**src/hw/rtl/wmlb_pkg.sv**
```systemverilog
// Shared types and constants for the weighted material layer blend block.
package wmlb_pkg;

  // Layers folded into one texel; the sum widths below are sized for this count.
  localparam int unsigned MaxLayers = 4;

  localparam int unsigned SumW  = 18;
  localparam int unsigned NSumW = 19;
  localparam int unsigned WTotW = 10;

  // Accumulated texel handed from the front end to the back end.
  typedef struct packed {
    logic [SumW-1:0]         alb_r;
    logic [SumW-1:0]         alb_g;
    logic [SumW-1:0]         alb_b;
    logic signed [NSumW-1:0] nrm_x;
    logic signed [NSumW-1:0] nrm_y;
    logic signed [NSumW-1:0] nrm_z;
    logic [SumW-1:0]         mat_o;
    logic [SumW-1:0]         mat_r;
    logic [SumW-1:0]         mat_m;
    logic [WTotW-1:0]        wtot;
  } texel_sums_t;

  typedef struct packed {
    logic [7:0] alb_r;
    logic [7:0] alb_g;
    logic [7:0] alb_b;
    logic [7:0] nrm_x;
    logic [7:0] nrm_y;
    logic [7:0] nrm_z;
    logic [7:0] occ;
    logic [7:0] rgh;
    logic [7:0] met;
  } texel_out_t;

endpackage

```
**src/hw/rtl/wmlb_front.sv**
```systemverilog
// Front end: accumulates weighted layer contributions into texel sums.
module wmlb_front import wmlb_pkg::*; (
  input  logic        clk_i,
  input  logic        rst_ni,
  input  logic        valid_i,
  output logic        ready_o,
  input  logic [7:0]  weight_i,
  input  logic [7:0]  alb_r_i,
  input  logic [7:0]  alb_g_i,
  input  logic [7:0]  alb_b_i,
  input  logic [7:0]  nrm_x_i,
  input  logic [7:0]  nrm_y_i,
  input  logic [7:0]  nrm_z_i,
  input  logic [7:0]  occ_i,
  input  logic [7:0]  rgh_i,
  input  logic [7:0]  met_i,
  input  logic        last_i,
  output logic        push_o,
  output texel_sums_t sums_o,
  input  logic        full_i
);

  localparam int unsigned CntW = $clog2(MaxLayers + 1);

  texel_sums_t     acc_q, acc_d;
  logic [CntW-1:0] cnt_q, cnt_d;
  logic            add;
  logic            fire;

  assign ready_o = !full_i;
  assign fire    = valid_i && ready_o;
  assign add     = (cnt_q < CntW'(MaxLayers)) && (weight_i != 8'd0);

  function automatic logic signed [NSumW-1:0] nterm(input logic [7:0] b,
                                                    input logic [7:0] w);
    logic signed [9:0] s;
    begin
      s = $signed({1'b0, b, 1'b0}) - 10'sd255;
      nterm = NSumW'(s * $signed({1'b0, w}));
    end
  endfunction

  always_comb begin
    acc_d = acc_q;
    if (add) begin
      acc_d.alb_r = acc_q.alb_r + SumW'(alb_r_i * weight_i);
      acc_d.alb_g = acc_q.alb_g + SumW'(alb_g_i * weight_i);
      acc_d.alb_b = acc_q.alb_b + SumW'(alb_b_i * weight_i);
      acc_d.mat_o = acc_q.mat_o + SumW'(occ_i * weight_i);
      acc_d.mat_r = acc_q.mat_r + SumW'(rgh_i * weight_i);
      acc_d.mat_m = acc_q.mat_m + SumW'(met_i * weight_i);
      acc_d.nrm_x = acc_q.nrm_x + nterm(nrm_x_i, weight_i);
      acc_d.nrm_y = acc_q.nrm_y + nterm(nrm_y_i, weight_i);
      acc_d.nrm_z = acc_q.nrm_z + nterm(nrm_z_i, weight_i);
      acc_d.wtot  = acc_q.wtot + WTotW'(weight_i);
    end
    cnt_d = (cnt_q < CntW'(MaxLayers)) ? cnt_q + 1'b1 : cnt_q;
  end

  assign push_o = fire && last_i;
  assign sums_o = acc_d;

  always_ff @(posedge clk_i or negedge rst_ni) begin
    if (!rst_ni) begin
      acc_q <= '0;
      cnt_q <= '0;
    end else if (fire) begin
      if (last_i) begin
        acc_q <= '0;
        cnt_q <= '0;
      end else begin
        acc_q <= acc_d;
        cnt_q <= cnt_d;
      end
    end
  end

  assert property (@(posedge clk_i) disable iff (!rst_ni)
    cnt_q <= CntW'(MaxLayers)) else $error("layer count overflow");
  assert property (@(posedge clk_i) disable iff (!rst_ni)
    push_o |-> !full_i) else $error("push into full queue");
  assert property (@(posedge clk_i) disable iff (!rst_ni)
    push_o |=> cnt_q == '0) else $error("count not cleared after texel");

endmodule

```
**config.mk**
```make
export PLATFORM = sky130hd
export DESIGN_NAME = wmlb_front
export DESIGN_NICKNAME = d
export VERILOG_FILES = /design/src/hw/rtl/wmlb_pkg.sv /design/src/hw/rtl/wmlb_front.sv
export SDC_FILE = /design/constraint.sdc
export NUM_CORES = 2
export LEC_CHECK = 0
export BUFFER_PORTS_ARGS = -buffer_cell sky130_fd_sc_hd__clkbuf_2
export CAP_MARGIN = 20
export CORE_ASPECT_RATIO = 1.2
export CORE_MARGIN = 4
export CORE_UTILIZATION = 40
export DETAILED_ROUTE_END_ITERATION = 7
export SYNTH_ARGS = -nofsm -noshare
export SYNTH_HDL_FRONTEND = slang
export SYNTH_SLANG_ARGS = --single-unit
```
**constraint.sdc**
```tcl
create_clock -name clk_i -period 11.7 [get_ports clk_i]
set_input_delay 2.34 -clock clk_i [delete_from_list [all_inputs] [get_ports clk_i]]
set_output_delay 2.34 -clock clk_i [all_outputs]
set_load 0.01 [all_outputs]
```
After elaboration in Yosys (flattened, before gate mapping)
Cells that the tools add are included.
{ "word_totals": {"ff_bits": 178, "inputBits": 85, "output_inout_bits": 177} }
{ "op_classes": {"add_sub_neg": 14, "n_mul": 9, "magnitude_cmp": 1, "mux": 4, "reduce_logical": 7} }
{ "op_table": {"columns": ["operator", "n"], "rows": [
  ["$mux W175", 2],
  ["$add A18 B16 Y18", 6],
  ["$mul A8 B8 Y16", 6],
  ["$add A19 B19 Y19", 3],
  ["$mul A10 B9 Y19", 3],
  ["$sub A9 B8 Y10 const B", 3],
  ["$add A10 B8 Y10", 1],
  ["$reduce_bool A8 Y1", 1],
  ["$mux W3", 2],
  ["$add A3 B1 Y3 const B", 1],
  ["$logic_and A1 B1 Y1", 3],
  ["$lt A3 B3 Y1 const B", 1],
  ["$reduce_and A2 Y1", 1],
  ["$reduce_bool A2 Y1", 1],
  ["$logic_not A1 Y1", 1]
]} }

Longest topological paths before layout
{ "logic_depth": {"depth_word": 5, "mapped_depth": 22} }

Worst setup path before layout
OpenSTA, ideal clock, no wires.
{ "synth_path": {"kind": "input -> output", "from": "input port weight_i[2]", "to": "output port sums_o[116] in the netlist's numbering", "arrival_ns": 7.439, "setup_slack_ns": 1.921, "path_stages": 22, "n_path_buf": 3, "cell_sequence": "buf_2 > clkbuf_1 > clkbuf_1 > nand2_1 > fa_1 > inv_1 > fa_1 > inv_1 > fa_1 > inv_1 > fa_1 > inv_1 > fa_1 > inv_1 > ha_1 > a211oi_1 > nor2_1 > o311a_1 > nor3_2 > o21ai_1 > xnor2_1 > o21ai_0"} }
{ "synth_rtl": {"columns": ["item", "line_no", "rtl"], "rows": [
  ["start, declared", "wmlb_front.sv:7", "input logic [7:0] weight_i,"],
  ["end, declared", "wmlb_front.sv:19", "output texel_sums_t sums_o,"]
]} }

==> metrics.yaml <==
global_route:
  grt_use_total_pct: 22.5
  grt_max_degree: 170
  antenna_found_initial: 5
  grt_pass1_vias: 29800
  overflow: 0
  grt_pass1_wl_mm: 164
routing:
  drt-total-wl_mm: 102
  wl_met1_mm: 42.6
  remaining_drc_errors: 0
  maxUsedRoutingLayer: "met5"
  drt_iter0_drc: 1385
  wl_per_cell_um: 18.4
  drt-pass1-iter-count: 5
  dr_total_vias: 28500
  routed_via_density: 5.14
  wl_met2_mm: 51.0
  postRouteAntennaNets: 0
  routed-wl-met3_mm: 5.33
synth:
  synth_top_area_share_pct: 29.8
  synth_top_area_cell: "fa_1"
  synth_edf_count: 0
  synth.area.top_cells: "fa_1 30%, ha_1 13%, dfrtp_1 13%"
  synthArstFlopShare_pct: 100
  syn-num-nets: 5223
  syn_area_um2: 35600
  syn_inst: 4228
  syn_avg_cell_area_um2: 8.41
  synth-seq-cells: 178
  synth_cell_types: 77
  synthFlopType: "dfrtp_1"
  yosys_warnings: 0
  ys_seq_area_share_pct: 12.5
final_layout:
  fin_cells: 5544
  nets: 5374
  area_growth_syn_to_layout_pct: 8.47
  multi_input_area_um2: 26700
  n_fill_cell: 8863
  drive_above_1_share_pct: 8.27
  regArea_um2: 4450
floorplanning:
  dieArea_um2: 93800
  num_io_pins: 262
  core_region_area_um2: 88000
  die_h_um: 335
  die_x_um: 280
  initial_core_util_pct: 40.4
  num_rows: 119
timing:
  setup_violations: 0
  period_share_pct: 89.0
  fin_crit_ns: 10.41
  hold_viol: 0
  finClkSkew_ns: 0.0230
  relSlewSlack_pct: 32.8
  drv_slew: 0
  tightest_slew_ns: 1.01
  fin_tns_setup_ns: 0
  rsz0062_at_grt: "no"
  fmaxAchievable_mhz: 96.0
cts:
  clkSinkCount: 178
  cts-hold-fix-buffers: 0
  cts-buffers-inserted: 17
  cts_buffer_depth: 2
  cts_resized: 0
  htree_levels: 4
  cts_tree: "done"
  clockRootBuffer: "clkbuf_16"
  clk_pin_slew_ns: 0.08
  insertion_delay_ns: 0.52
  post_cts_buffers: 0
critical_path:
  start_kind: "primary input"
  path_max_fanout: 39
  worstSetupPathType: "primary input to output port"
  worstPathArrival_ns: 8.07
  cp_slowest_cell: "fa_1"
  worstPathRequired_ns: 9.36
  rr_worst_depth: 16
  cp_cell_sequence: "buf_4, nand2_1, fa_1, inv_1, fa_1, inv_1, fa_1, inv_1, fa_1, inv_1, fa_1, inv_1, ha_1, a211oi_1, nor2_1, o311a_1, nor3_2, o21ai_1, xnor2_1, o21ai_0, clkbuf_2"
  max_stage_delay_ns: 0.53
  endpoint_kind: "output port"
placement:
  dp_hpwl_mm: 77.4
  io_buffers: 261
  gp_congestion: 0.858
  post-place-cells: 5509
hold_path:
  holdPathStages: 2
  hold_path.class: "register to register"
run:
  maxCapViolations: 0
status:
  status: "finished clean"
==> placed cells by master (no fill, tap or decap), types with 9 or more instances in the layout <==
cell	Yosys	routed
inv_1	1004	1003
nand2_1	567	564
fa_1	529	529
ha_1	381	381
and2_1	330	330
o21ai_0	299	299
clkbuf_2	0	251
dfrtp_1	178	178
a21oi_1	90	90
xnor2_1	78	78
nor2_1	74	73
a22o_1	65	65
xor2_1	51	51
a21o_1	51	50
nand2b_1	43	43
buf_4	2	31
o221ai_1	28	28
nor3_1	25	25
a211oi_1	24	24
o31ai_1	20	20
o21a_1	17	17
and3_1	17	17
clkbuf_16	0	17
nor2b_1	15	14
o211ai_1	13	13
nand3_1	13	13
o21bai_1	11	11
mux2i_1	11	11
nand4_1	10	10
a31oi_1	9	9
==> path summary, 6_finish.rpt <==
path	startpoint	endpoint	slack, ns
worst max-delay path	weight_i[1]	sums_o[116]	1.29
worst min-delay path	acc_q[60]	acc_q[60]	0.51
worst max register to register	acc_q[164]	acc_q[174]	6.85
worst min register to register	acc_q[60]	acc_q[60]	0.51
max in group asynchronous	rst_ni	acc_q[34]	8.70
min in group asynchronous	rst_ni	acc_q[88]	1.75
==> cell type report <==
cell class / instances / area share [%]
diodes: 3 / 0.0195
clock buffers: 17 / 1.10
clock inverters: 15 / 0.425
inverters: 1004 / 9.77
multi-input cells: 2891 / 69.3
flip-flops and latches: 178 / 11.5
well taps: 1149 / 3.73
repair buffers: 287 / 4.11
==> per-stage QoR <==
stage / area [um^2] / hold slack, ns / utilization (%) / worst slack (ns)
finish: 38600 / 0.510 / 43.8 / 1.29
global route: 38600 / 0.550 / 43.8 / 0.949
CTS: 38600 / 0.516 / 43.8 / 1.29
detailed placement: 38000 / 0.495 / 43.2 / 1.31
global placement: 38000 / 0.488 / 43.2 / 1.32
floorplan: 35600 / 0.471 / - / 1.92
==> per-layer routing <==
metal | vias up | GRT usage, %
met2 | 596 | 39.9
met4 | 2 | 6.77
li1 | 13400 | -
met1 | 14300 | 27.9
met3 | 126 | 3.84
met5 | - | 0
==> worst max-delay path: cells and delay by family <==
| kind | cells | cell delay (ns) |
|---|---|---|
| AO/OA/AOI/OAI | 4 | 1.12 |
| XOR/XNOR | 1 | 0.16 |
| adder cells (fa/ha/maj) | 6 | 2.85 |
| AND/OR/NAND/NOR | 3 | 0.66 |
| buffers and inverters | 7 | 0.94 |
==> kinds of logic after synthesis <==
family          after synthesis  synth area share [%]
compound gates              709                  12.9
xor+xnor                    129                  3.18
fa+ha+maj                   910                  43.2
buf+inv                    1159                  12.4
flops                       178                  12.5
mux                          13                 0.373
simple gates               1130                  15.4
==> cell usage after synthesis, types with 5 or more instances <==
cell      count
clkbuf_1    120
o21a_1       17
ha_1        381
a21oi_1      90
a211o_1       5
o211ai_1     13
nand2b_1     43
mux2i_1      11
nor2b_1      15
a21o_1       51
nand2_1     567
nor3_1       25
and2_1      330
dfrtp_1     178
a31oi_1       9
a211oi_1     24
xor2_1       51
o221ai_1     28
buf_6         5
nand3_1      13
and3_1       17
a22o_1       65
o22ai_1       6
xnor2_1      78
o21bai_1     11
nand4_1      10
fa_1        529
nor2_1       74
inv_1      1004
buf_2        26
o31ai_1      20
or3_1         8
o21ai_1       9
or2_2         7
o21ai_0     299
==> registers in the layout, indices dropped and copies added, names as in the netlist <==
| name | flops |
|---|---|
| cnt_q | 3 |
| acc_q | 175 |
Power is left out: the tool's default activity adds up to more than one toggle a clock period on the data nets, which glitch-free logic cannot reach.
