**src/hw/rtl/wmlb_pkg.sv**
```systemverilog
// Shared types and constants for the weighted material layer blend block.
package wmlb_pkg;

  // Layers folded into one texel; the sum widths below are sized for this count.
  localparam int unsigned MaxLayers = 4;

  localparam int unsigned SumW  = 18;
  localparam int unsigned NSumW = 19;
  localparam int unsigned WTotW = 10;

  // Accumulated texel handed from the front end to the back end.
  typedef struct packed {
    logic [SumW-1:0]         alb_r;
    logic [SumW-1:0]         alb_g;
    logic [SumW-1:0]         alb_b;
    logic signed [NSumW-1:0] nrm_x;
    logic signed [NSumW-1:0] nrm_y;
    logic signed [NSumW-1:0] nrm_z;
    logic [SumW-1:0]         mat_o;
    logic [SumW-1:0]         mat_r;
    logic [SumW-1:0]         mat_m;
    logic [WTotW-1:0]        wtot;
  } texel_sums_t;

  typedef struct packed {
    logic [7:0] alb_r;
    logic [7:0] alb_g;
    logic [7:0] alb_b;
    logic [7:0] nrm_x;
    logic [7:0] nrm_y;
    logic [7:0] nrm_z;
    logic [7:0] occ;
    logic [7:0] rgh;
    logic [7:0] met;
  } texel_out_t;

endpackage

```
**src/hw/rtl/wmlb_queue.sv**
```systemverilog
// Two-entry queue of texel sums between front end and back end.
module wmlb_queue import wmlb_pkg::*; (
  input  logic        clk_i,
  input  logic        rst_ni,
  input  logic        push_i,
  input  texel_sums_t data_i,
  output logic        full_o,
  output logic        valid_o,
  input  logic        pop_i,
  output texel_sums_t data_o
);

  texel_sums_t mem_q [2];
  logic        wp_q, rp_q;
  logic [1:0]  cnt_q;

  assign full_o  = cnt_q == 2'd2;
  assign valid_o = cnt_q != 2'd0;
  assign data_o  = mem_q[rp_q];

  always_ff @(posedge clk_i) begin
    if (push_i) mem_q[wp_q] <= data_i;
  end

  always_ff @(posedge clk_i or negedge rst_ni) begin
    if (!rst_ni) begin
      wp_q  <= 1'b0;
      rp_q  <= 1'b0;
      cnt_q <= 2'd0;
    end else begin
      if (push_i) wp_q <= !wp_q;
      if (pop_i)  rp_q <= !rp_q;
      cnt_q <= cnt_q + {1'b0, push_i} - {1'b0, pop_i};
    end
  end

  assert property (@(posedge clk_i) disable iff (!rst_ni)
    pop_i |-> valid_o) else $error("pop from empty queue");
  assert property (@(posedge clk_i) disable iff (!rst_ni)
    cnt_q != 2'd3) else $error("queue count out of range");
  assert property (@(posedge clk_i) disable iff (!rst_ni)
    (push_i && !pop_i) |=> cnt_q == $past(cnt_q) + 2'd1) else $error("count slip");

endmodule

```
**config.mk**
```make
export PLATFORM = sky130hd
export DESIGN_NAME = wmlb_queue
export DESIGN_NICKNAME = d
export VERILOG_FILES = /design/src/hw/rtl/wmlb_pkg.sv /design/src/hw/rtl/wmlb_queue.sv
export SDC_FILE = /design/constraint.sdc
export NUM_CORES = 1
export LEC_CHECK = 0
export BUFFER_PORTS_ARGS = -buffer_cell sky130_fd_sc_hd__buf_2
export CAP_MARGIN = 20
export CORE_MARGIN = 5
export CORE_UTILIZATION = 45
export DETAILED_ROUTE_END_ITERATION = 10
export GPL_ROUTABILITY_DRIVEN = 1
export HOLD_SLACK_MARGIN = 0.02
export MAX_ROUTING_LAYER = met4
export PLACE_DENSITY = 0.8
export SYNTH_ARGS = -nofsm -noshare
export SYNTH_HDL_FRONTEND = slang
export SYNTH_SLANG_ARGS = --single-unit
```
**constraint.sdc**
```tcl
create_clock -name clk_i -period 10.64 [get_ports clk_i]
set_input_delay 0 -clock clk_i [delete_from_list [all_inputs] [get_ports clk_i]]
set_output_delay 0 -clock clk_i [all_outputs]
set_load 0.05 [all_outputs]
```
# == Word-level counts from Yosys, hierarchy flattened ==
# Memory sizes are Yosys's and may differ from the RTL's.
# Index checks and enable logic that the tools add are counted.
# op_classes
div,0
n_bitwise,0
muxes,2
add_sub_neg,2
shift,0
magnitude_cmp,0
n_mul,0
n_eq_ne,1
reduce_logical,3
# op_table
operator,n
adder 2 x 1 -> 2 bit,1
"equality test 2 bit, second input constant",1
zero test 1 bit,2
two-way mux 1 bit,2
nonzero test 2 bit,1
subtractor 2 x 1 -> 2 bit,1
# word_totals
latch_bits,0
output_inout_bits,177
wordCells,12
romBits,0
input_bits,179
memories,1
register_bits,4
mem_bits_rw,350
# memory_table
name,depth,word_bits,read_ports,rd_clocked_by_memory_dff,wr,line_no,rtl
mem_q,2,175,1,0,1,wmlb_queue.sv:13,texel_sums_t mem_q [2];

# == Longest topological paths before layout ==
# Gate-level depths: netlist of the first run.
# logic_depth
word_depth,2
ltp_mapped,5

# == Worst setup path before layout of the first run ==
# No wires, ideal clock.
# synth_path
kind,register to register
startpoint,register wp_q
endpoint,memory mem_q[0][0] (netlist name) (enable)
slack_ps,1784
setup_ps,733
required_ps,9907
stages_incl_launch_ff,2
n_path_buf,0
t_arrival_ps,8123
period_less_slack_ps,8856
path_cell_list,dfrtp_1 > nor2b_1
# synth_lines
element,line_no,rtl
"start, declared",wmlb_queue.sv:14,"logic wp_q, rp_q;"
"start signal, assigned",wmlb_queue.sv:31,if (push_i) wp_q <= !wp_q;
"end, declared",wmlb_queue.sv:13,
# Straight into the memory's write port.

==> summary.txt, run 1 <==
DR pass1 iterations: 4
Layout area overhead: 38.35%
synthesis-stage register bit count: 354
Skew-Pair Late Insertion Delay: 0.50 ns
total power draw: 5.549 mW
Slew headroom: 22.26%
cell area after synthesis: 0.01341 mm2
initial antenna violation count: 6
worst slack, placed: 7.748 ns
worst stage delay on the critical path: 0.88 ns
TritonCTS clock tree: yes
final worst-path cycle share: 31.79%
Residual DRC: 0
crit end category: primary output
post-synth cell types: 13
largest net degree at the start of global routing: 68
row cnt: 63
max-slew violations: 0
clock transition at the registers of the reported paths: 0.07 ns
via count of the first global-routing pass: 7932
die area: 0.03336 mm2
Post-CTS Resized: 0
Static Leak: 7.462 nW
WP data arrival: 3.38 ns
PortBufs: 355
crit start category: flip-flop
die width: 182.6 um
status: finished, final reports clean
crit path max fanout: 43
CTS Buf Count: 37
Clock Skew: 0.01242 ns
setup violators final: 0
Peak VDD IR: 230.1 uV
Routed WL per cell: 19.66 um
Cells after Synth: 560
htree depth: 2
Power Dens Cells: 299.1 mW/mm2
WL final: 30320 um
Post-DRT Antenna Nets: 0
via count: 7280
Req. time, crit path: 10.64 ns
hold buffer count at cts: 179
CTS Sinks: 354
DP HPWL: 18300 um
Initial DRC Count: 339
Post-CTS Setup Bufs: 0
Ys Warns: 0
Post-layout nets: 1302
Fin Setup TNS: 0 ns
GP Congestion: 0.7519
Remaining Overflow, GRT: 0
slack of the critical path: 7.258 ns
post-layout min period: 3.382 ns
Slew @ Worst Pin: 1.166 ns
Root Driver: clkbuf_16
Via-to-Cell Ratio: 4.721
hold path startpoint: data_i[79]
crit-path most repeated cell: buf_4
Die Height: 182.6 um
Hold Violations, Final: 0
Mapped Nets: 741
sequential element share of the synthesized area: 79.11%
Worst path slowest cell: dfrtp_4
Critical Path Source: rp_q$_DFFE_PN0P_
# IOs: 356
critical path, cell by cell: buf_4, buf_4, mux2_4, buf_2
RSZ-0062 raised after global routing: false
Avg Cell Area, Syn: 23.95 um2
first-pass GRT wire length: 45330 um
fmax: 295.7 MHz
core area: 0.02956 mm2
r2r startpoint: wp_q$_DFFE_PN0P_
share of layout cells above drive strength 1: 52.01%
CTS Buffer Depth: 3
worst setup path category: reg -> out
initial core utilization: 45.37%
worst min path class: in -> reg
gr usage total: 17.96%
maxcap violations: 0
-- layout by cell type (no fill, tap or decap), drive strengths merged --
cell type    Yosys  routed
xor3             1       1
clkinvlp         0       1
buf             20     363
dlygate4sd3      0     179
and2             1       1
bufinv           0       6
mux2           175     175
or2              1       1
clkinv           0      14
ha               2       2
edfxtp         350     350
nor2b            2       2
inv              2       3
diode            0       6
dfrtp            4       4
clkbuf           0      42
xor2             2       2
-- Yosys cell counts --
master	n	area, um2
mux2_4	140	2102
edfxtp_1	350	10510
mux2_2	35	394.1
nor2b_1	2	12.51
xor3_1	1	23.77
buf_6	17	191.4
and2_1	1	6.260
or2_2	1	6.260
ha_1	2	25.02
dfrtp_1	4	100.1
buf_2	3	15.01
xor2_1	2	17.52
inv_1	2	7.510
-- metrics by stage --
stage / util [%] / std cells / instance area (um2) / hold slack, ns
finish: 62.77 / 1542 / 18560 / 0.2176
global route: 62.77 / 1542 / 18560 / 0.2069
CTS: 62.72 / 1536 / 18540 / 0.1917
detailed placement: 52.58 / 1293 / 15540 / -0.1852
global placement: 52.58 / 1293 / 15540 / -0.1846
floorplan: - / 560 / 13410 / -0.2956
-- registers in the layout, indices dropped and copies added, names as in the netlist --
signal	count
mem_q	350
rp_q	1
wp_q	1
cnt_q	2
-- routing by layer --
| layer | GRT usage [%] | up-vias | share of wire, % |
|---|---|---|---|
| li1 | - | 3366 | - |
| met1 | 20.98 | 3567 | 38 |
| met2 | 30.94 | 284 | 52 |
| met3 | 4.226 | 63 | 6.9 |
| met4 | 5.614 | 0 | 3.2 |
| met5 | - | - | 0 |
-- final timing paths --
check                                                to  slack, ns  depth (start not counted)
worst max-delay path                        data_o[158]       7.26                          4
worst min-delay path             mem_q[0][79]$_DFFE_PP_       0.22                          2
worst max register to register  mem_q[1][172]$_DFFE_PP_       8.33                          2
worst min register to register         wp_q$_DFFE_PN0P_       0.55                          1
max in group asynchronous              rp_q$_DFFE_PN0P_      10.01                          3
min in group asynchronous            cnt_q[0]$_DFF_PN0_       0.42                          3
-- layout make-up --
| cell class | instances | area, um2 |
|---|---|---|
| timing repair buffer | 542 | 3628 |
| antenna | 6 | 15.01 |
| sequential | 354 | 10610 |
| fill | 1998 | 11000 |
| tap | 390 | 488.0 |
| clock buffer | 42 | 944.7 |
| multi-input combinational | 184 | 2597 |
| inverter | 2 | 7.507 |
| clock inverter | 22 | 260.3 |
-- report_power, final --
group | internal, mW | switching [mW] | total [mW]
Sequential | 1.85 | 0.106 | 1.96
Combinational | 0.731 | 1.57 | 2.30
Clock | 0.783 | 0.502 | 1.28
Total | 3.37 | 2.18 | 5.55
-- cells by family (layout without fill, tap and decap cells) --
group / count (synthesis) / count (layout) / synth area share [%]
and+or+nand+nor: 4 / 4 / 0.1866
other: 0 / 6 / 0
adders and majority gates: 2 / 2 / 0.1866
buffers and inverters: 22 / 608 / 1.595
DFF: 354 / 354 / 79.11
muxes: 175 / 175 / 18.61
xor gates and xnor gates: 3 / 3 / 0.3079
-- worst max-delay path: cells and delay by family (launching register included) --
family   cells  cell delay (ns)
mux          1             0.35
buf+inv      3             1.57
flops        1             0.88
No activity file was read; power rests on OpenSTA's default activity.
==> run 2: changes to the inputs <==
- ABC_AREA: unset -> 1
- clock period: 10.64 -> 3.35 ns (I/O delays scaled with it)
==> summary.txt, run 2 <==
maxcap violations: 0
crit start category: flip-flop
Post-layout nets: 1663
GP Congestion: 0.8335
Cells after Synth: 939
CTS Buf Count: 37
Synth top cells by count: edfxtp_1, inv_1, nand2_1, o21ai_0, o21ai_1
share of layout cells above drive strength 1: 27.47%
sequential element share of the synthesized area: 80.06%
Residual DRC: 0
worst min path class: in -> reg
Die Height: 181.6 um
fin util: 63.07%
PortBufs: 355
Hold Violations, Final: 0
initial core utilization: 45.92%
Post-DRT Antenna Nets: 0
Slew @ Worst Pin: 0.7633 ns
Ys Warns: 0
worst slack, placed: 1.385 ns
crit path max fanout: 73
first-pass GRT wire length: 51340 um
fmax: 396.6 MHz
RSZ-0062 raised after global routing: false
Filler cells: 2003
most frequent cell after synthesis: edfxtp_1
DP HPWL: 19130 um
Skew-Pair Late Insertion Delay: 0.50 ns
core area: 0.02886 mm2
Via-to-Cell Ratio: 4.793
ys async rst share: 1.130%
CTS Buffer Depth: 3
biggest regs: mem_q (350), cnt_q (2)
Main synth FF type: edfxtp_1
worst setup path category: reg -> out
status: finished, final reports clean
Synth area leaders: edfxtp_1, o21ai_0, inv_1
Slew headroom: 49.11%
cell taking the most area after synthesis: edfxtp_1
critical path, cell by cell: buf_4, nand2_1, o21ai_0, buf_2
Power Dens Cells: 962.4 mW/mm2
WP data arrival: 2.52 ns
Peak VDD IR: 713.7 uV
commonest non-fill, non-tap cells in the layout: buf_2, edfxtp_1, inv_1, nand2_1, dlygate4sd3_1
via count of the first global-routing pass: 9731
largest net degree at the start of global routing: 96
final worst-path cycle share: 75.27%
synthesis-stage register bit count: 354
clock transition at the registers of the reported paths: 0.06 ns
row cnt: 62
post-placement cell count: 1648
Top reg by flops: mem_q
Mapped Nets: 1120
post-synth cell types: 14
post-layout min period: 2.522 ns
commonest non-fill, non-tap cell in the layout: buf_2
Non-Filler Instances: 1895
crit end category: primary output
initial antenna violation count: 4
setup violators final: 0
Top delay family on crit path: flip-flops
Root Driver: clkbuf_16
CP Buf/Inv Count: 2
EDFF count, synth: 350
# IOs: 356
Routed WL per cell: 17.52 um
die area: 0.03298 mm2
htree depth: 2
DR pass1 iterations: 5
Avg Cell Area, Syn: 14.11 um2
WL final: 33190 um
CTS Sinks: 354
top cell type's share of synthesized area: 79.31%
Static Leak: 7.732 nW
Remaining Overflow, GRT: 0
Post-CTS Setup Bufs: 0
Worst path slowest cell: dfrtp_4
cell area after synthesis: 0.01325 mm2
slack of the critical path: 0.8283 ns
Req. time, crit path: 3.35 ns
max-slew violations: 0
Initial DRC Count: 643
die width: 181.6 um
worst stage delay on the critical path: 0.92 ns
Layout area overhead: 37.33%
Largest register FFs: 350
gr usage total: 20.11%
via count: 9082
TritonCTS clock tree: yes
Clock Skew: 0.006919 ns
[run 2: cell types whose count changed after synthesis, sizes merged, moves of 2 or more]
cell,delta
mux2,-175
nor2,+2
o21ai,+175
buf,+13
clkbuf,+6
inv,+180
nand2,+182
nor2b,-2
[run 2: layout make-up]
| cell class | instances | area, um2 | area share (%) |
|---|---|---|---|
| Clock inverter | 16 | 106.4 | 0.5844 |
| Sequential cell | 354 | 10610 | 58.32 |
| Multi-Input combinational cell | 364 | 1624 | 8.923 |
| Inverter | 182 | 686.9 | 3.774 |
| Tap cell | 384 | 480.5 | 2.640 |
| Timing Repair Buffer | 543 | 3711 | 20.39 |
| Clock buffer | 48 | 967.2 | 5.314 |
| Antenna cell | 4 | 10.01 | 0.05500 |
[run 2: worst paths after layout]
path	start	end	slack, ns	cells past startpoint
worst max-delay path	rp_q$_DFFE_PN0P_	data_o[41]	0.83	4
worst min-delay path	data_i[97]	mem_q[0][97]$_DFFE_PP_	0.23	2
worst max register to register	rp_q$_DFFE_PN0P_	rp_q$_DFFE_PN0P_	1.61	2
worst min register to register	wp_q$_DFFE_PN0P_	wp_q$_DFFE_PN0P_	0.57	1
max in group asynchronous	rst_ni	rp_q$_DFFE_PN0P_	2.72	3
min in group asynchronous	rst_ni	cnt_q[1]$_DFF_PN0_	0.43	3
[run 2: logic make-up (layout without fill, tap and decap cells)]
kind of cell | after synthesis | in the layout | synth area share [%]
xor gates and xnor gates | 2 | 2 | 0.1322
adders and majority gates | 2 | 2 | 0.1888
DFF | 354 | 354 | 80.06
AOI/OAI and AO/OA | 175 | 175 | 6.609
and+or+nand+nor | 185 | 185 | 5.249
other | 0 | 4 | 0
buffers and inverters | 221 | 789 | 7.761
[run 2: stage by stage]
stage / setup TNS (ns) / area, um2 / power, mW / hold WS [ns]
after global routing: 0 / 18200 / 18.32 / 0.2094
after global placement: 0 / 15320 / 13.52 / -0.1877
final: 0 / 18200 / 17.51 / 0.2276
after detailed placement: 0 / 15320 / 13.65 / -0.1881
after CTS: 0 / 18190 / 17.51 / 0.1982
after floorplan: -39.83 / 13270 / 12.06 / -0.2956
[run 2: power by group]
part / switching (mW) / total (mW) / internal (mW)
Clock: 1.58 / 3.69 / 2.11
Combinational: 6.12 / 7.60 / 1.49
Sequential: 0.342 / 6.22 / 5.88
[run 2: repair_timing]
action,in CTS,in global routing
hold buffers,179,0
gates resized for setup,0,0
hold endpoints to repair,358,0
[run 2: per-layer routing]
| metal | vias up | share of wire (%) | global-route usage, % |
|---|---|---|---|
| li1 | 4261 | - | - |
| met1 | 4273 | 36 | 22.45 |
| met2 | 456 | 52 | 34.90 |
| met3 | 92 | 8.1 | 5.022 |
| met4 | 0 | 3.8 | 7.715 |
| met5 | - | 0 | - |
