`config.mk`:
```
export PLATFORM = sky130hd
export DESIGN_NAME = wmlb_back
export DESIGN_NICKNAME = d
export VERILOG_FILES = /design/src/hw/rtl/wmlb_pkg.sv /design/src/hw/rtl/wmlb_back.sv
export SDC_FILE = /design/constraint.sdc
export NUM_CORES = 2
export LEC_CHECK = 0
export ABC_AREA = 1
export BUFFER_PORTS_ARGS = -buffer_cell sky130_fd_sc_hd__buf_2
export CORE_AREA = 4 4 469 517
export CTS_CLUSTER_SIZE = 40
export DETAILED_ROUTE_END_ITERATION = 7
export DIE_AREA = 0 0 473 521
export PLACE_DENSITY = 0.5
export SKIP_LAST_GASP = 1
export SLEW_MARGIN = 20
export SYNTH_ARGS = -nofsm -noshare
export SYNTH_HDL_FRONTEND = slang
export SYNTH_SLANG_ARGS = --single-unit
```
`constraint.sdc`:
```
create_clock -name clk_i -period 16.4 [get_ports clk_i]
set_input_delay 2.46 -clock clk_i [delete_from_list [all_inputs] [get_ports clk_i]]
set_output_delay 2.46 -clock clk_i [all_outputs]
set_load 0.05 [all_outputs]
```
`src/hw/rtl/wmlb_pkg.sv`:
```
// Shared types and constants for the weighted material layer blend block.
package wmlb_pkg;

  // Layers folded into one texel; the sum widths below are sized for this count.
  localparam int unsigned MaxLayers = 4;

  localparam int unsigned SumW  = 18;
  localparam int unsigned NSumW = 19;
  localparam int unsigned WTotW = 10;

  // Accumulated texel handed from the front end to the back end.
  typedef struct packed {
    logic [SumW-1:0]         alb_r;
    logic [SumW-1:0]         alb_g;
    logic [SumW-1:0]         alb_b;
    logic signed [NSumW-1:0] nrm_x;
    logic signed [NSumW-1:0] nrm_y;
    logic signed [NSumW-1:0] nrm_z;
    logic [SumW-1:0]         mat_o;
    logic [SumW-1:0]         mat_r;
    logic [SumW-1:0]         mat_m;
    logic [WTotW-1:0]        wtot;
  } texel_sums_t;

  typedef struct packed {
    logic [7:0] alb_r;
    logic [7:0] alb_g;
    logic [7:0] alb_b;
    logic [7:0] nrm_x;
    logic [7:0] nrm_y;
    logic [7:0] nrm_z;
    logic [7:0] occ;
    logic [7:0] rgh;
    logic [7:0] met;
  } texel_out_t;

endpackage

```
`src/hw/rtl/wmlb_back.sv`:
```
// Back end: divides sums by total weight and normalizes the normal, one texel at a time.
module wmlb_back import wmlb_pkg::*; (
  input  logic        clk_i,
  input  logic        rst_ni,
  input  logic        valid_i,
  output logic        pop_o,
  input  texel_sums_t sums_i,
  output logic        valid_o,
  input  logic        ready_i,
  output texel_out_t  texel_o
);

  localparam logic [2:0] StIdle = 3'd0;
  localparam logic [2:0] StDiv  = 3'd1;
  localparam logic [2:0] StSq   = 3'd2;
  localparam logic [2:0] StSqrt = 3'd3;
  localparam logic [2:0] StNorm = 3'd4;
  localparam logic [2:0] StEnc  = 3'd5;
  localparam logic [2:0] StOut  = 3'd6;

  localparam int unsigned QW  = 40;  // Q is a sum of three squared 18-bit magnitudes, plus margin
  localparam int unsigned RW  = 56;  // Q << 16
  localparam int unsigned LW  = 28;  // sqrt result
  localparam int unsigned NW  = 43;  // |s| << 24
  localparam int unsigned QQW = 17;

  logic [2:0]       st_q;
  logic [5:0]       it_q;
  logic [1:0]       ci_q;
  texel_sums_t      s_q;
  texel_out_t       o_q;
  logic [SumW-1:0]  num_q [6];
  logic [SumW-1:0]  rem_q [6];
  logic [QW-1:0]    qsum_q;
  logic [RW-1:0]    sv_q;
  logic [LW:0]      sr_q;
  logic [RW+1:0]    srem_q;
  logic [NW-1:0]    nn_q;
  logic [LW+1:0]    nrem_q;
  logic [NW-1:0]    quo_q;
  logic [QQW-1:0]   qc_q [3];
  logic [1:0]       sqc_q;

  logic signed [NSumW-1:0] comp;
  logic [NSumW-1:0]        mag;
  logic [2*NSumW-1:0]      sq;
  logic [RW+1:0]           trial;
  logic [LW+1:0]           ntrial;

  assign pop_o   = (st_q == StIdle) && valid_i;
  assign valid_o = st_q == StOut;
  assign texel_o = o_q;

  always_comb begin
    unique case (ci_q)
      2'd0:    comp = s_q.nrm_x;
      2'd1:    comp = s_q.nrm_y;
      default: comp = s_q.nrm_z;
    endcase
    mag    = comp[NSumW-1] ? NSumW'(-comp) : NSumW'(comp);
    sq     = mag * mag;
    trial  = {srem_q[RW-1:0], sv_q[RW-1 -: 2]} - {sr_q, 2'b01};
    ntrial = {nrem_q[LW:0], nn_q[NW-1]} - {1'b0, sr_q};
  end

  function automatic logic [7:0] enc(input logic neg, input logic [QQW-1:0] q);
    logic [QQW:0] u;
    logic [QQW+8:0] p;
    begin
      u = neg ? (18'd65536 - {1'b0, q}) : (18'd65536 + {1'b0, q});
      p = u * 9'd255;
      enc = (p[QQW+8:17] > 10'd255) ? 8'd255 : p[24:17];
    end
  endfunction

  always_ff @(posedge clk_i) begin
    unique case (st_q)
      StIdle: if (valid_i) begin
        s_q      <= sums_i;
        num_q[0] <= sums_i.alb_r; num_q[1] <= sums_i.alb_g;
        num_q[2] <= sums_i.alb_b; num_q[3] <= sums_i.mat_o;
        num_q[4] <= sums_i.mat_r; num_q[5] <= sums_i.mat_m;
        for (int k = 0; k < 6; k++) rem_q[k] <= '0;
        it_q     <= '0;
      end
      StDiv: begin
        // One restoring division bit per cycle, six lanes side by side.
        for (int k = 0; k < 6; k++) begin
          if ({rem_q[k][SumW-2:0], num_q[k][SumW-1]} >= SumW'(s_q.wtot)) begin
            rem_q[k] <= {rem_q[k][SumW-2:0], num_q[k][SumW-1]} - SumW'(s_q.wtot);
            num_q[k] <= {num_q[k][SumW-2:0], 1'b1};
          end else begin
            rem_q[k] <= {rem_q[k][SumW-2:0], num_q[k][SumW-1]};
            num_q[k] <= {num_q[k][SumW-2:0], 1'b0};
          end
        end
        it_q <= it_q + 1'b1;
        if (it_q == 6'(SumW - 1)) begin
          ci_q <= 2'd0; qsum_q <= '0; sqc_q <= 2'd0;
        end
      end
      StSq: begin
        qsum_q <= qsum_q + QW'(sq);
        ci_q   <= ci_q + 1'b1;
        sqc_q  <= sqc_q + 1'b1;
        if (sqc_q == 2'd2) begin
          sv_q <= {qsum_q + QW'(sq), 16'd0};
          sr_q <= '0; srem_q <= '0; it_q <= '0;
        end
      end
      StSqrt: begin
        // Two radicand bits per cycle.
        sv_q <= {sv_q[RW-3:0], 2'b00};
        if (!trial[RW+1]) begin
          srem_q <= trial; sr_q <= {sr_q[LW-1:0], 1'b1};
        end else begin
          srem_q <= {srem_q[RW-1:0], sv_q[RW-1 -: 2]}; sr_q <= {sr_q[LW-1:0], 1'b0};
        end
        if (it_q == 6'(RW/2 - 1)) begin
          ci_q <= 2'd0;
          it_q <= '0;
        end else begin
          it_q <= it_q + 1'b1;
        end
      end
      StNorm: begin
        if (it_q == '0) begin
          nn_q <= {mag, 24'd0}; nrem_q <= '0; quo_q <= '0;
          it_q <= 6'd1;
        end else begin
          nn_q <= {nn_q[NW-2:0], 1'b0};
          if (!ntrial[LW+1]) begin
            nrem_q <= ntrial; quo_q <= {quo_q[NW-2:0], 1'b1};
          end else begin
            nrem_q <= {nrem_q[LW:0], nn_q[NW-1]}; quo_q <= {quo_q[NW-2:0], 1'b0};
          end
          it_q <= it_q + 1'b1;
        end
      end
      StEnc: begin
        qc_q[ci_q] <= (quo_q > NW'(65536)) ? QQW'(65536) : quo_q[QQW-1:0];
        ci_q <= ci_q + 1'b1;
        it_q <= '0;
        if (ci_q == 2'd2) begin
          if (s_q.wtot == '0) begin
            o_q <= '{8'd127, 8'd127, 8'd127, 8'd127, 8'd127, 8'd255,
                     8'd255, 8'd127, 8'd0};
          end else begin
            o_q.alb_r <= num_q[0][7:0]; o_q.alb_g <= num_q[1][7:0];
            o_q.alb_b <= num_q[2][7:0]; o_q.occ <= num_q[3][7:0];
            o_q.rgh <= num_q[4][7:0];   o_q.met <= num_q[5][7:0];
            if (qsum_q == '0) begin
              o_q.nrm_x <= 8'd127; o_q.nrm_y <= 8'd127; o_q.nrm_z <= 8'd255;
            end else begin
              o_q.nrm_x <= enc(s_q.nrm_x[NSumW-1], qc_q[0]);
              o_q.nrm_y <= enc(s_q.nrm_y[NSumW-1], qc_q[1]);
              o_q.nrm_z <= enc(s_q.nrm_z[NSumW-1],
                               (quo_q > NW'(65536)) ? QQW'(65536) : quo_q[QQW-1:0]);
            end
          end
        end
      end
      default: ;
    endcase
  end

  always_ff @(posedge clk_i or negedge rst_ni) begin
    if (!rst_ni) begin
      st_q <= StIdle;
    end else begin
      unique case (st_q)
        StIdle: if (valid_i) st_q <= StDiv;
        StDiv:  if (it_q == 6'(SumW - 1)) st_q <= StSq;
        StSq:   if (sqc_q == 2'd2) st_q <= StSqrt;
        StSqrt: if (it_q == 6'(RW/2 - 1)) st_q <= (sr_q == '0 && !(!trial[RW+1]))
                                                   ? StEnc : StNorm;
        StNorm: if (it_q == 6'(NW)) st_q <= StEnc;
        StEnc:  st_q <= (ci_q == 2'd2) ? StOut : StNorm;
        StOut:  if (ready_i) st_q <= StIdle;
        default: st_q <= StIdle;
      endcase
    end
  end

  assert property (@(posedge clk_i) disable iff (!rst_ni)
    (valid_o && !ready_i) |=> valid_o) else $error("result dropped");
  assert property (@(posedge clk_i) disable iff (!rst_ni)
    pop_o |=> st_q == StDiv) else $error("pop without start");
  assert property (@(posedge clk_i) disable iff (!rst_ni)
    (valid_o && !ready_i) |=> $stable(o_q)) else $error("result changed");

endmodule
```
### Word-level counts from Yosys, hierarchy flattened

Memory sizes are Yosys's and may differ from the RTL's.
Cells that the tools add are included.

* logic and storage cells: 233
* bits in read-only memories: 0
* input bits: 179
* RAM bits: 267
* latch bits: 0
* bits in registers: 448
* memories: 3

Memories
* num_q: depth 6, width 18, read ports 6, clocked after memory_dff 0, wr ports 6, line wmlb_back.sv:32 `logic [SumW-1:0] num_q [6];`
* rem_q: depth 6, width 18, read ports 6, clocked after memory_dff 0, wr ports 6, line wmlb_back.sv:33 `logic [SumW-1:0] rem_q [6];`
* qc_q: depth 3, width 17, read ports 2, clocked after memory_dff 0, wr ports 1, line wmlb_back.sv:41 `logic [QQW-1:0] qc_q [3];`

* multipliers: 4
* bitwise logic cells: 24
* shift-type cells: 0
* reduce and logical (&&, ||, !) cells: 24
* equal/unequal tests: 18
* magnitude comparators: 10
* div/mod/pow operators: 0
* $add $sub $neg: 19
* multiplexer cells: 104

Operator list (count)
* 2-to-1 mux 18 bit: 27
* case mux 56 bit (2 select lines): 2
* 2-to-1 mux 56 bit: 3
* >= comparator 18 x 10 -> 1 bit: 6
* subtractor 18 x 10 -> 18 bit: 6
* case mux 40 bit (2 select lines): 1
* multiplier 18 x 8 -> 26 bit (second input constant): 3
* 2-to-1 mux 29 bit: 2
* case mux 29 bit (2 select lines): 1
* subtractor 58 x 31 -> 58 bit: 1
* adder 17 x 17 -> 18 bit (first input constant): 3
* subtractor 17 x 17 -> 18 bit (first input constant): 3
* 2-to-1 mux 1 bit: 44
* > comparator 43 x 17 -> 1 bit (second input constant): 1
* 2-to-1 mux 43 bit: 1
* adder 40 x 38 -> 40 bit: 1
* logical NOT 40 bit: 1
* 2-to-1 mux 40 bit: 1
* multiplier 19 x 19 -> 38 bit: 1
* case mux 19 bit (2 select lines): 1
* case mux 6 bit (6 select lines): 1
* subtractor 30 x 29 -> 30 bit: 1
* logical NOT 29 bit: 1
* > comparator 9 x 8 -> 1 bit (second input constant): 3
* other kinds (35): 88

### Longest topological paths before layout

* depth in word-level cells: 8
* gate-level depth with buffers: 44
* gate-level depth less buffers: 42

### Worst setup path after synthesis

Ideal clock, no wire load.

* path kind: input port to flip-flop
* from: input port valid_i
* to: memory num_q[0][0] (enable)
* cell stages on the path: 2
* setup time: 952 ps
* path slack: 742 ps
* arrival: 14706 ps
* path through: inv_1 o21ai_0

RTL lines
* start: declaration: line wmlb_back.sv:5 `input logic valid_i,`
* end: declaration: line wmlb_back.sv:32

### Worst setup path in the final report

* from: register ci_q[0]
* to: register sv_q[50] (data pin)

* longest elaborated chain between the ends: 8
* elaborated cells on any way between the ends: 9

Ends and longest elaborated chain
* start: declaration: line wmlb_back.sv:29 `logic [1:0] ci_q;`
* start signal: assignment: line wmlb_back.sv:104 `ci_q <= ci_q + 1'b1;`
* start signal: assignment: line wmlb_back.sv:142 `ci_q <= ci_q + 1'b1;`
* == test 2 x 1 -> 1 bit or logical NOT 2 bit (tied branches): line wmlb_back.sv:55 `unique case (ci_q)`
* case mux 19 bit (2 select lines) *: line wmlb_back.sv:55
* negator 19 bit: line wmlb_back.sv:60 `mag = comp[NSumW-1] ? NSumW'(-comp) : NSumW'(comp);`
* 2-to-1 mux 19 bit *: line wmlb_back.sv:60
* multiplier 19 x 19 -> 38 bit *: line wmlb_back.sv:61 `sq = mag * mag;`
* adder 40 x 38 -> 40 bit *: line wmlb_back.sv:107 `sv_q <= {qsum_q + QW'(sq), 16'd0};`
* 2-to-1 mux 56 bit *: line wmlb_back.sv:106 `if (sqc_q == 2'd2) begin`
* case mux 56 bit (2 select lines) *: line wmlb_back.sv:77 `unique case (st_q)`
* end signal: assignment: line wmlb_back.sv:107
* end signal: assignment: line wmlb_back.sv:113 `sv_q <= {sv_q[RW-3:0], 2'b00};`
* end: declaration: line wmlb_back.sv:35 `logic [RW-1:0] sv_q;`

Mark *: on every way between the ends. The rest lies on a longest branch, timed or not. The select of a mux whose other input is x is not followed.
A chain may end at the register's enable or synchronous reset.

==> out/results.md <==
### Yosys
- 0 — total number of yosys warnings
- 25.99% — post-synthesis adder-cell area fraction
- 8.556 µm² — synthesized area per cell
- 66 — post-synth cell types
- 8.463% — Synth Area in Compound Gates
- 0.4601% — async set-reset flop share out of synthesis
- 18.86% — simple-gate portion of the synthesized area
- 0.05908 mm² — area of the mapped netlist
- 652 — number of register bits inferred by synthesis
- 649 — count of flip-flops with a built-in enable after synthesis
- edfxtp_1 — Yosys top cell by area
- 32.99% — area share of the leading cell type in the synthesized netlist
- adder cells — dominant combinational cell family by area after synthesis
- edfxtp_1 — dominant synthesized flop cell
- edfxtp_1 33%, fa_1 18%, inv_1 8.9% — cell types occupying the most area after synthesis
- 3.405% — post-synthesis xor/xnor area fraction
- 33.11% — portion of the post-synthesis area used by sequential elements
- 0% — multiplexer fraction of the synthesized cell area
- 6905 — gate count after technology mapping

### Cells and area
- 25480 — number of filler cells placed in the layout
- 0.06669 mm² — Finished Cell Area
- 7.356% — share of final-layout standard cells stronger than drive strength 1
- 10350 — number of non-filler instances in the completed layout
- 8237 — final net count
- 12.88% — area added between synthesis and finish
- inv_1 — leading cell type in the layout, fill and taps excluded
- 1396 x inv_1, 1288 x nand2_1, 774 x nor2_1 — commonest cells after routing, fill and taps aside

### Routing
- 16.34 µm — DR WL/cell
- 5 — first drt pass iteration count
- 169.2 mm — Routed WL
- 0 — number of routed nets with antenna violations
- 45710 — total number of vias
- 0 — DRC violation count after routing
- 2907 — number of DRC markers in iteration 0
- 4.416 — average vias per placed instance

### Timing
- 9.625 ns — time the worst path needs with I/O delays and setup
- 1.019 ns — actual slew at the worst max-slew pin
- 32.04% — worst slew slack as a fraction of its limit
- no — setup repair after global routing missed its margin
- 0 — Finish-stage setup viols
- 0.5108 ns — hold slack
- 0.1039 GHz — Max Fclk
- 0.05231 ns — Worst Skew
- 0 — number of pins with negative max-slew slack in the final report
- 58.69% — Tcrit/Tclk final
- 0 — number of hold violations in the final report
- 0 ns — final sum of negative setup slack

### Clock tree
- clkbuf_16 — clock root buffer
- 80 — clock buffer count from CTS
- 0.71 ns — Clk Latency, worst-skew pair
- 3 — Bufs on Longest Clock Path
- 0 — number of setup buffers added after CTS
- 0 — number of buffers added to fix hold violations after cts
- 0.06 ns — clock-pin slew on the worst setup and hold paths
- 0 — CTS-repair resized insts
- 652 — number of sinks handled by clock tree synthesis
- 3 — level count of the clock H-tree
- yes — clock tree from TritonCTS

### Worst hold path
- flip-flop to flip-flop — kind of path behind the tightest hold check
- 2 — cell depth of the worst hold path

### Global routing
- 0 — overflow left after global routing
- 23 — initial antenna violation count
- 47070 — via count of the first global-routing pass
- 13.55% — all-layer global routing usage
- 117 — largest net degree at the start of global routing
- 266.1 mm — global-route wire length before repair

### Pwr
- 30.54 nW — leakage power figure
- 82.95 mW/mm² — power per standard cell area
- 81.61 µV — Max IR drop VDD

### Run
- 0 — # Max-Cap Violations

### Die
- 188 — row cnt
- 521 µm — y dimension of the die
- 24.87% — starting density of the core
- 0.2376 mm² — core area
- 253 — Ports
- 0.2464 mm² — Total Die Area
- 473 µm — horizontal extent of the die

### Setup path
- 23 — critical-path maximum fanout
- 31 — cell depth of the worst flop-to-flop path
- sv_q[50]$_DFFE_PP_ — CP endpoint
- 6.77 ns — worst reg2reg setup slack
- flip-flop — element type at the critical path end
- flip-flop — sort of element at the start of the critical path
- flip-flop to flip-flop — critical path start-end classification
- 10.05 ns — Data arrival, critical path
- sv_q[50]$_DFFE_PP_ — end of the worst register-to-register path
- ha_1 — cell at the slowest stage of the critical path
- 0.66 ns — peak per-stage delay on the critical path
- fa_1 — cell occurring most often along the worst timing path
- ci_q[0]$_SDFFCE_PN0P_ — startpoint of the worst register-to-register path
- 16.82 ns — WP data required
- ci_q[0]$_SDFFCE_PN0P_ — Critical Path Start

### Placed design
- 252 — buffers added on ports
- 0.9133 — final estimated routing congestion in global placement
- 0.06396 mm² — post-detailed-placement cell area
- 10190 — post-placement cell count
- 134.8 mm — detailed placer's ending HPWL

### Run status
- completed — run status

==> layer usage <==
| metal | vias to the layer above | track usage [%] | part of all wire [%] |
|---|---|---|---|
| met2 | 808 | 23.71 | 49 |
| met5 | - | 0 | 0 |
| met3 | 218 | 1.220 | 3.2 |
| li1 | 22500 | - | - |
| met1 | 22180 | 17.53 | 44 |
| met4 | 0 | 4.613 | 3.3 |
==> synthesized netlist by cell type (all sizes together) (6+ instances only) <==
master / count
inv: 1415
a21o: 36
xor2: 144
ha: 400
and3: 9
nand2: 1311
o211ai: 11
edfxtp: 649
nand4: 81
a31oi: 21
nand3: 222
buf: 57
or2: 20
nor3: 115
a211oi: 13
fa: 517
o21ai: 372
a21boi: 17
o21bai: 22
o31ai: 11
clkbuf: 82
a21oi: 330
xnor2: 84
o21a: 18
nor2: 818
clkinv: 6
nor4: 36
nand3b: 32
==> critical path, delay by kind of cell, from the launching register on <==
| family | cells | cell delay [ns] |
|---|---|---|
| AOI/OAI and AO/OA | 2 | 0.28 |
| xor gates and xnor gates | 1 | 0.21 |
| adders and majority gates | 10 | 5.03 |
| buffers and inverters | 6 | 1.08 |
| DFF | 1 | 0.41 |
| and+or+nand+nor | 12 | 2.29 |
==> where the power goes <==
part | total [mW] | internal (mW) | switching [mW]
Clock | 1.84 | 1.04 | 0.801
Combinational | 1.63 | 0.555 | 1.08
Sequential | 2.06 | 1.98 | 0.0834
Total | 5.53 | 3.57 | 1.96
==> registers in the layout, indices dropped and copies added (netlist names), 19 cells and up <==
register / cells
rem_q: 102
s_q: 67
nrem_q: 29
qc_q: 34
sr_q: 29
nn_q: 19
sv_q: 40
num_q: 108
texel_o: 72
qsum_q: 40
srem_q: 56
quo_q: 43
==> metrics by stage <==
stage                     total power, mW  worst slack (ns)  util [%]
after floorplan                     3.253            0.7425         -
after global placement              3.722             6.901     26.92
after detailed placement            3.719             6.892     26.92
after CTS                           5.602             6.827     28.05
after global routing                5.887             6.262     28.07
final                               5.532             6.775     28.07
==> how the worst min path moves through the flow <==
stage	start	to	slack (ns)
global route	num_q[1][5]$_DFFE_PP_	texel_o[61]$_SDFFCE_PP1P_	0.54
CTS	num_q[2][2]$_DFFE_PP_	texel_o[50]$_SDFFCE_PP1P_	0.52
global placement	num_q[4][11]$_DFFE_PP_	num_q[4][12]$_DFFE_PP_	0.50
finish	num_q[0][14]$_DFFE_PP_	num_q[0][15]$_DFFE_PP_	0.51
detailed placement	num_q[2][2]$_DFFE_PP_	texel_o[50]$_SDFFCE_PP1P_	0.50
floorplan	num_q[4][2]$_DFFE_PP_	texel_o[10]$_SDFFCE_PP1P_	0.49
==> layout make-up <==
type	count	area [µm²]	share of cell area [%]
Multi-Input combinational cell	4705	33640	50.44
Timing Repair Buffer	281	1524	2.285
Sequential cell	652	19560	29.33
Clock inverter	56	634.4	0.9512
Clock buffer	90	2039	3.058
Antenna cell	12	30.03	0.04503
Tap cell	3135	3923	5.881
Inverter	1421	5339	8.005
==> logic make-up after synthesis <==
group / Yosys count
flops: 652
compound gates: 892
other cells: 2
simple gates: 2654
buf+inv: 1560
xor+xnor: 228
fa+ha+maj: 917
Note: power is estimated with default switching activity, not from simulation.
